===== src/rtl/htd_pkg.sv =====
// htd_pkg: shared types, constants and helpers of the huffman tree decoder
// used by htd_walk and huffman_tree_decoder; depends on nothing

package htd_pkg;

    // tree geometry and field widths
    localparam int LEAF_COUNT  = 256;
    localparam int SYMBOL_BITS = 8;
    localparam int CHILD_W     = 9;
    localparam int SLOT_W      = 8;
    localparam int SYM_W       = 8;
    localparam int COUNT_W     = 8;
    localparam int TOTAL_W     = 32;
    localparam int TABLE_DEPTH = 255;
    localparam int ENTRY_W     = 2 * CHILD_W;

    localparam logic [SYM_W-1:0]   SYM_MASK  = SYM_W'((1 << SYMBOL_BITS) - 1);
    localparam logic [CHILD_W-1:0] LEAF_BASE = CHILD_W'(LEAF_COUNT);

    // command codes of the input word
    localparam logic [1:0] CMD_LOAD    = 2'd0;
    localparam logic [1:0] CMD_DECODE  = 2'd1;
    localparam logic [1:0] CMD_RESTART = 2'd2;

    // register indexes, taken from paddr[2]
    localparam logic REG_NODE_COUNT   = 1'b0;
    localparam logic REG_SYMBOL_TOTAL = 1'b1;

    typedef struct packed {
        logic [1:0]         command;
        logic [SLOT_W-1:0]  node_slot;
        logic [CHILD_W-1:0] left_child;
        logic [CHILD_W-1:0] right_child;
        logic               code_bit;
    } t_in_word;

    typedef struct packed {
        logic [SYM_W-1:0] symbol;
        logic             final_symbol;
        logic             bad_child;
    } t_out_word;

    // configuration as seen by the walker
    typedef struct packed {
        logic [COUNT_W-1:0] node_count;
        logic [TOTAL_W-1:0] symbol_total;
        logic               reroot;
        logic [COUNT_W-1:0] reroot_count;
    } t_cfg;

    // node count of zero counts as one
    function automatic logic [CHILD_W-1:0] node_total(input logic [COUNT_W-1:0] cnt);
        logic [CHILD_W-1:0] tot;
        tot = (cnt == '0) ? CHILD_W'(1) : CHILD_W'(cnt);
        return tot;
    endfunction

    // root is the highest loaded internal node
    function automatic logic [CHILD_W-1:0] root_of(input logic [COUNT_W-1:0] cnt);
        logic [CHILD_W-1:0] root;
        root = LEAF_BASE + node_total(cnt) - CHILD_W'(1);
        return root;
    endfunction

endpackage


===== src/rtl/htd_ram.sv =====
// htd_ram: generic single-port-write, single-port-read synchronous ram
// read data registered; no dependencies

module htd_ram #(
    parameter int WIDTH = 18,
    parameter int DEPTH = 255
) (
    input  logic                     i_clk,
    input  logic                     i_we,
    input  logic [$clog2(DEPTH)-1:0] i_waddr,
    input  logic [WIDTH-1:0]         i_wdata,
    input  logic                     i_re,
    input  logic [$clog2(DEPTH)-1:0] i_raddr,
    output logic [WIDTH-1:0]         o_rdata
);

    logic [WIDTH-1:0] r_mem [DEPTH];
    logic [WIDTH-1:0] r_rdata;

    // write port
    always_ff @(posedge i_clk) begin
        if (i_we) begin
            r_mem[i_waddr] <= i_wdata;
        end
    end

    // read port, data held while not enabled
    always_ff @(posedge i_clk) begin
        if (i_re) begin
            r_rdata <= r_mem[i_raddr];
        end
    end

    assign o_rdata = r_rdata;

endmodule


===== src/rtl/htd_walk.sv =====
// htd_walk: child table memory and the tree walk (current node, symbol count)
// depends on htd_pkg and htd_ram

module htd_walk (
    input  logic              i_clk,
    input  logic              i_rst_n,
    input  logic              i_take,
    input  htd_pkg::t_in_word i_word,
    input  htd_pkg::t_cfg     i_cfg,
    input  logic              i_out_free,
    output logic              o_busy,
    output logic              o_res_valid,
    output htd_pkg::t_out_word o_res_word
);
    import htd_pkg::*;

    logic [CHILD_W-1:0] r_cur;
    logic [CHILD_W-1:0] n_cur;
    logic [TOTAL_W-1:0] r_count;
    logic [TOTAL_W-1:0] n_count;
    logic               r_s1_valid;
    logic               n_s1_valid;
    logic               r_s1_bit;

    logic               load_we;
    logic               dec_re;
    logic [SLOT_W-1:0]  rd_slot;
    logic [ENTRY_W-1:0] rd_entry;
    logic [CHILD_W-1:0] child;
    logic [CHILD_W-1:0] child_off;
    logic [CHILD_W-1:0] root;
    logic [TOTAL_W-1:0] count_inc;
    logic               fire;
    logic               live;
    logic               is_leaf;
    logic               is_node;

    // table write on load (slot 255 has no entry), read on decode
    assign load_we = i_take && (i_word.command == CMD_LOAD)
                     && (i_word.node_slot != SLOT_W'(TABLE_DEPTH));
    assign dec_re  = i_take && (i_word.command == CMD_DECODE);
    // current node is always a loaded internal node, so the offset is the slot
    assign rd_slot = SLOT_W'(r_cur - LEAF_BASE);

    htd_ram #(
        .WIDTH (ENTRY_W),
        .DEPTH (TABLE_DEPTH)
    ) u_child_table (
        .i_clk   (i_clk),
        .i_we    (load_we),
        .i_waddr (i_word.node_slot),
        .i_wdata ({i_word.right_child, i_word.left_child}),
        .i_re    (dec_re),
        .i_raddr (rd_slot),
        .o_rdata (rd_entry)
    );

    // second half of a decode: pick the child and classify it
    assign fire      = r_s1_valid && i_out_free;
    assign live      = r_count < i_cfg.symbol_total;
    assign child     = r_s1_bit ? rd_entry[ENTRY_W-1:CHILD_W] : rd_entry[CHILD_W-1:0];
    assign child_off = child - LEAF_BASE;
    assign is_leaf   = child < LEAF_BASE;
    assign is_node   = !is_leaf && (child_off < node_total(i_cfg.node_count));
    assign root      = root_of(i_cfg.node_count);
    assign count_inc = r_count + TOTAL_W'(1);

    // walk state update and result
    always_comb begin
        n_cur       = r_cur;
        n_count     = r_count;
        o_res_valid = 1'b0;
        o_res_word  = '0;
        if (i_cfg.reroot) begin
            n_cur = root_of(i_cfg.reroot_count);
        end else if (i_take && (i_word.command == CMD_RESTART)) begin
            n_cur   = root;
            n_count = '0;
        end else if (fire && live) begin
            if (is_leaf) begin
                n_count                 = count_inc;
                n_cur                   = root;
                o_res_valid             = 1'b1;
                o_res_word.symbol       = SYM_W'(child) & SYM_MASK;
                o_res_word.final_symbol = (count_inc == i_cfg.symbol_total);
            end else if (is_node) begin
                n_cur = child;
            end else begin
                n_cur                = root;
                o_res_valid          = 1'b1;
                o_res_word.bad_child = 1'b1;
            end
        end
    end

    // decode in flight between read and walk update
    always_comb begin
        n_s1_valid = r_s1_valid;
        if (dec_re) begin
            n_s1_valid = 1'b1;
        end else if (fire) begin
            n_s1_valid = 1'b0;
        end
    end

    always_ff @(posedge i_clk) begin
        if (!i_rst_n) begin
            r_cur      <= root_of(COUNT_W'(1));
            r_count    <= '0;
            r_s1_valid <= 1'b0;
        end else begin
            r_cur      <= n_cur;
            r_count    <= n_count;
            r_s1_valid <= n_s1_valid;
        end
    end

    always_ff @(posedge i_clk) begin
        if (dec_re) begin
            r_s1_bit <= i_word.code_bit;
        end
    end

    assign o_busy = r_s1_valid;

endmodule


===== src/rtl/huffman_tree_decoder.sv =====
// huffman_tree_decoder: top level, config registers, walk and output register
// result: via the child table read register, then the output register
// throughput: loads and restarts one word per cycle while no decode is pending;
//   a decode bit stalls input until its table read has updated the walk node
// reset: walk at node 256, count zero, node count 1, total 0; table not cleared
// depends on htd_pkg, htd_walk, htd_ram

module huffman_tree_decoder (
    input  logic               i_clk,
    input  logic               i_rst_n,
    input  logic               i_in_valid,
    output logic               o_in_stall,
    input  htd_pkg::t_in_word  i_in_word,
    output logic               o_out_valid,
    input  logic               i_out_stall,
    output htd_pkg::t_out_word o_out_word,
    input  logic               psel,
    input  logic               penable,
    input  logic               pwrite,
    input  logic [2:0]         paddr,
    input  logic [31:0]        pwdata,
    output logic [31:0]        prdata,
    output logic               pready
);
    import htd_pkg::*;

    logic [COUNT_W-1:0] r_node_count;
    logic [TOTAL_W-1:0] r_symbol_total;
    logic               cfg_wr;
    t_cfg               cfg;
    logic               take;
    logic               busy;
    logic               out_free;
    logic               res_valid;
    t_out_word          res_word;
    logic               r_out_valid;
    logic               n_out_valid;
    t_out_word          r_out_word;

    // register writes
    assign cfg_wr = psel && penable && pwrite;
    assign pready = 1'b1;

    always_ff @(posedge i_clk) begin
        if (!i_rst_n) begin
            r_node_count   <= COUNT_W'(1);
            r_symbol_total <= '0;
        end else if (cfg_wr) begin
            if (paddr[2] == REG_NODE_COUNT) begin
                r_node_count <= pwdata[COUNT_W-1:0];
            end else begin
                r_symbol_total <= pwdata[TOTAL_W-1:0];
            end
        end
    end

    // register reads
    always_comb begin
        case (paddr[2])
            REG_NODE_COUNT:   prdata = 32'(r_node_count);
            REG_SYMBOL_TOTAL: prdata = r_symbol_total;
            default:          prdata = '0;
        endcase
    end

    always_comb begin
        cfg.node_count   = r_node_count;
        cfg.symbol_total = r_symbol_total;
        cfg.reroot       = cfg_wr && (paddr[2] == REG_NODE_COUNT);
        cfg.reroot_count = pwdata[COUNT_W-1:0];
    end

    // input handshake
    assign take       = i_in_valid && !o_in_stall;
    assign o_in_stall = busy;

    htd_walk u_walk (
        .i_clk       (i_clk),
        .i_rst_n     (i_rst_n),
        .i_take      (take),
        .i_word      (i_in_word),
        .i_cfg       (cfg),
        .i_out_free  (out_free),
        .o_busy      (busy),
        .o_res_valid (res_valid),
        .o_res_word  (res_word)
    );

    // output register
    assign out_free = !r_out_valid || !i_out_stall;

    always_comb begin
        n_out_valid = r_out_valid;
        if (res_valid) begin
            n_out_valid = 1'b1;
        end else if (out_free) begin
            n_out_valid = 1'b0;
        end
    end

    always_ff @(posedge i_clk) begin
        if (!i_rst_n) begin
            r_out_valid <= 1'b0;
        end else begin
            r_out_valid <= n_out_valid;
        end
    end

    always_ff @(posedge i_clk) begin
        if (res_valid) begin
            r_out_word <= res_word;
        end
    end

    assign o_out_valid = r_out_valid;
    assign o_out_word  = r_out_word;

    // checks
    a_decode_interlock: assert property (@(posedge i_clk) disable iff (!i_rst_n)
        (take && i_in_word.command == CMD_DECODE) |=> o_in_stall)
        else $error("decode word not followed by interlock");

    a_result_from_decode: assert property (@(posedge i_clk) disable iff (!i_rst_n)
        $rose(o_out_valid) |-> $past(o_in_stall))
        else $error("result word without a decode in flight");

    a_bad_child_word: assert property (@(posedge i_clk) disable iff (!i_rst_n)
        (o_out_valid && o_out_word.bad_child) |->
            (o_out_word.symbol == '0 && !o_out_word.final_symbol))
        else $error("bad child word carries a symbol");

endmodule

===== config.mk =====
export PLATFORM = sky130hd
export DESIGN_NAME = huffman_tree_decoder
export DESIGN_NICKNAME = d
export VERILOG_FILES = /design/src/rtl/htd_pkg.sv /design/src/rtl/htd_ram.sv /design/src/rtl/htd_walk.sv /design/src/rtl/huffman_tree_decoder.sv
export SDC_FILE = /design/constraint.sdc
export NUM_CORES = 2
export LEC_CHECK = 0
export BUFFER_PORTS_ARGS = -buffer_cell sky130_fd_sc_hd__clkbuf_2
export CAP_MARGIN = 25
export CORE_ASPECT_RATIO = 0.7
export CORE_MARGIN = 2
export CORE_UTILIZATION = 45
export DETAILED_ROUTE_END_ITERATION = 8
export PLACE_DENSITY_LB_ADDON = 0.12
export SLEW_MARGIN = 20
export SYNTH_ARGS = -nofsm -noshare
export SYNTH_HDL_FRONTEND = slang
export SYNTH_MEMORY_MAX_BITS = 65536
export SYNTH_SLANG_ARGS = --single-unit

===== constraint.sdc =====
create_clock -name i_clk -period 4.5 [get_ports i_clk]
set_clock_uncertainty 0.05 [all_clocks]
set_input_delay 0.45 -clock i_clk [delete_from_list [all_inputs] [get_ports i_clk]]
set_output_delay 0.45 -clock i_clk [all_outputs]
set_load 0.01 [all_outputs]

==> metrics <==
RSZ-0062 raised after global routing=no; Tot Pwr=92.1 mW; Vias=97127; Seq/Total Area, Yosys=76.7%; most frequent cells in the layout=4619 x edfxtp_1, 1157 x mux4_2, 657 x buf_4; asr flop ratio synth=0%; syn nets=8766; GRT Util Overall=27.2%; Critical Path Source Type=flip-flop; synthesized cell area=183000 um^2; Final GP Congestion=0.897; # resized after CTS=0; largest net degree at the start of global routing=128; initial antenna violation count=51; drt pass-1 iters=6; WS Path Type=flip-flop to flip-flop; Slew Limit Headroom=14.0%; CP cell instances=buf_12 -> buf_4 -> mux4_2 -> nor3_1 -> nor3_1 -> buf_4 -> a21oi_1 -> a2111oi_0 -> buf_4 -> nand4_1 -> a2111oi_0; clk buf depth=4; FF-to-FF Start=u_walk.r_cur[1]; CP required=5.17 ns; critical path depth in cells=11; DIE AREA=412000 um^2; H-tree depth=5; Worst Tran Pin Value=1.29 ns; Die W=766 um; worst hold endpoint=u_walk.u_child_table.r_mem[40][10]; fin area=210000 um^2; status=finished clean; unique cell type count in the Yosys netlist=78; worst min-delay path class=primary input to flip-flop; CTS tree=built; Max stage delay on crit path=0.77 ns; Vias/cell=6.34; WP buf/inv=4; cell-internal power=70.9 mW; first-pass GRT wire length=774000 um; Synth-to-Final Area Change=14.7%; Sink Count=4701; grt total ovfl=0; Clk Tree Root Cell=clkbuf_16; Avg WL per Cell=37.2 um; Rows=195; First DRT Iteration DRCs=15608; chip height=537 um; Worst EP arrival=5.17 ns; Routed WL=570000 um; final antenna-violating net count=0; Syn Inst Count=8653; Fill cells=31553; Leakage=64.7 nW; VDD IR max=0.360 mV; Final Net Count=9649; CP Capture Type=flip-flop; placed cell area=196000 um^2; EDFF count, synth=4619; most used flip-flop cell after synthesis=edfxtp_1; IO Pins=116; Final HPWL DP=357000 um; Slew Viols, Final=0; setup_tns=0 ns; yosys warns=0; clock share of power=39.5%; post-route minimum period=4.50 ns; DRC=0; CP dominant cell by count=buf_4; Flop pwr share=52.3%; Final Hold Fails=0; WHS Path Cells=1; CP max FO=21; TritonCTS buffer count=444; CTS clk-pin slew, worst paths=0.07 ns; FF+latch count, synth=4701; Critical-path top delay cell=dfxtp_4; Floorplan Core Area=404000 um^2; Reg2Reg Depth=11; Finish-stage setup viols=0; switching power=21.3 mW; Worst R2R End=u_walk.u_child_table.o_rdata[16]; Pwr per Cell Area=439 nW/um^2; final critical-path share of the clock period=99.9%; MaxCap Viol Count=0; Net Sw Frac=23.1%; Hold Startpoint=i_in_word[2]; Starting Density=45.3%; cell family with most CP delay=buffers and inverters; vias in the first global route=92173; port bufs=112; f_max=222 MHz; most common cell after layout, fill and taps aside=edfxtp_1; Comb power frac=8.2%; layout cells sized above 1=30.1%; Skew-Pair Late Insertion Delay=1.01 ns; FF-to-FF setup slack=0.004 ns; Avg Cell Area, Syn=21.1 um^2
==> flip-flops by register name, summed over array words and instances (netlist names) <==
| signal | cells |
|---|---|
| u_walk.o_busy | 1 |
| r_node_count | 8 |
| u_walk.r_cur | 8 |
| u_walk.r_count | 32 |
| o_out_valid | 1 |
| o_out_word | 10 |
| u_walk.u_child_table.r_mem | 4590 |
| u_walk.r_s1_bit | 1 |
| u_walk.u_child_table.o_rdata | 18 |
| r_symbol_total | 32 |
==> cell families (layout without fill, tap and decap cells) <==
group	count (synthesis)	after routing	synth area share, %
flops	4701	4701	76.7
mux	1376	1376	15.5
simple gates	1183	1183	2.86
compound gates	749	749	2.77
buf+inv	547	1780	1.62
xor+xnor	54	54	0.274
fa+ha+maj	42	42	0.287
other cells	1	17	0.00205
==> metrics by stage <==
step | util [%] | hold slack [ns] | setup slack [ns] | cells
2_1_floorplan | - | 0.400 | 1.56 | 8653
3_3_place_gp | 48.4 | 0.429 | 0.0624 | 14454
3_5_place_dp | 48.4 | 0.431 | 0.196 | 14457
4_1_cts | 51.9 | 0.00672 | 0.149 | 15299
5_1_grt | 52.0 | 0.0761 | 0.0440 | 15307
6_report | 52.0 | 0.0652 | 0.00376 | 15319
==> power groups by stage <==
stage	Clock, mW	Combinational [mW]	Sequential, mW
after global routing	38.5	7.76	48.2
final	36.4	7.51	48.2
after detailed placement	0	7.37	49.1
after global placement	0	7.29	49.1
after floorplan	0	3.74	49.1
after CTS	36.9	7.42	48.2
==> cells in the mapped netlist (all sizes together) (16+ instances only) <==
cell type | number | share of area, %
a211oi | 23 | 0.097
a21oi | 153 | 0.42
a22o | 23 | 0.11
a22oi | 134 | 0.55
a31oi | 57 | 0.19
and2 | 22 | 0.075
and3 | 35 | 0.12
buf | 288 | 1.1
clkbuf | 197 | 0.40
dfxtp | 82 | 0.90
edfxtp | 4619 | 76
ha | 42 | 0.29
inv | 58 | 0.12
mux2i | 207 | 1.1
mux4 | 1157 | 14
nand2 | 394 | 0.81
nand2b | 16 | 0.055
nand3 | 115 | 0.31
nand4 | 30 | 0.10
nor2 | 416 | 0.85
nor2b | 19 | 0.065
nor3 | 54 | 0.15
nor4 | 29 | 0.10
o211ai | 22 | 0.090
o21ai | 87 | 0.24
o221ai | 20 | 0.096
o22ai | 98 | 0.34
xnor2 | 36 | 0.17
xor2 | 16 | 0.077
==> final cells by class <==
type,count,area [um^2],share of cell area [%]
Antenna cell,16,40.0,0.0191
Clock buffer,545,11600,5.53
Clock inverter,251,2160,1.03
Inverter,62,248,0.118
Multi-Input combinational cell,3405,40400,19.3
Sequential cell,4701,140000,66.9
Tap cell,5417,6780,3.23
Timing Repair Buffer,922,8250,3.93
==> how the worst max path moves through the flow <==
stage	to	from
2_1_floorplan	o_out_word[1]	u_walk.r_count[8]
3_3_place_gp	u_walk.u_child_table.o_rdata[16]	u_walk.r_cur[1]
3_5_place_dp	u_walk.u_child_table.o_rdata[16]	u_walk.r_cur[1]
4_1_cts	u_walk.u_child_table.o_rdata[16]	u_walk.r_cur[1]
5_1_grt	u_walk.u_child_table.o_rdata[16]	u_walk.r_cur[0]
6_report	u_walk.u_child_table.o_rdata[16]	u_walk.r_cur[1]
==> what timing repair did <==
item,4_1_cts,5_1_grt
buffers inserted,0,1
endpoints found under the hold margin,201,0
setup endpoints to repair,0,1
hold buffers,46,0
==> routing by layer <==
metal	up-vias	GRT usage, %	wire length (um)	share of wire [%]
met5	-	0.295	172	0.030
met3	772	6.27	63700	11
met4	2	7.40	16700	2.9
met1	52740	42.4	246000	43
met2	5589	38.6	243000	43
li1	38024	-	-	-
Power figures use the tool's default switching activity.
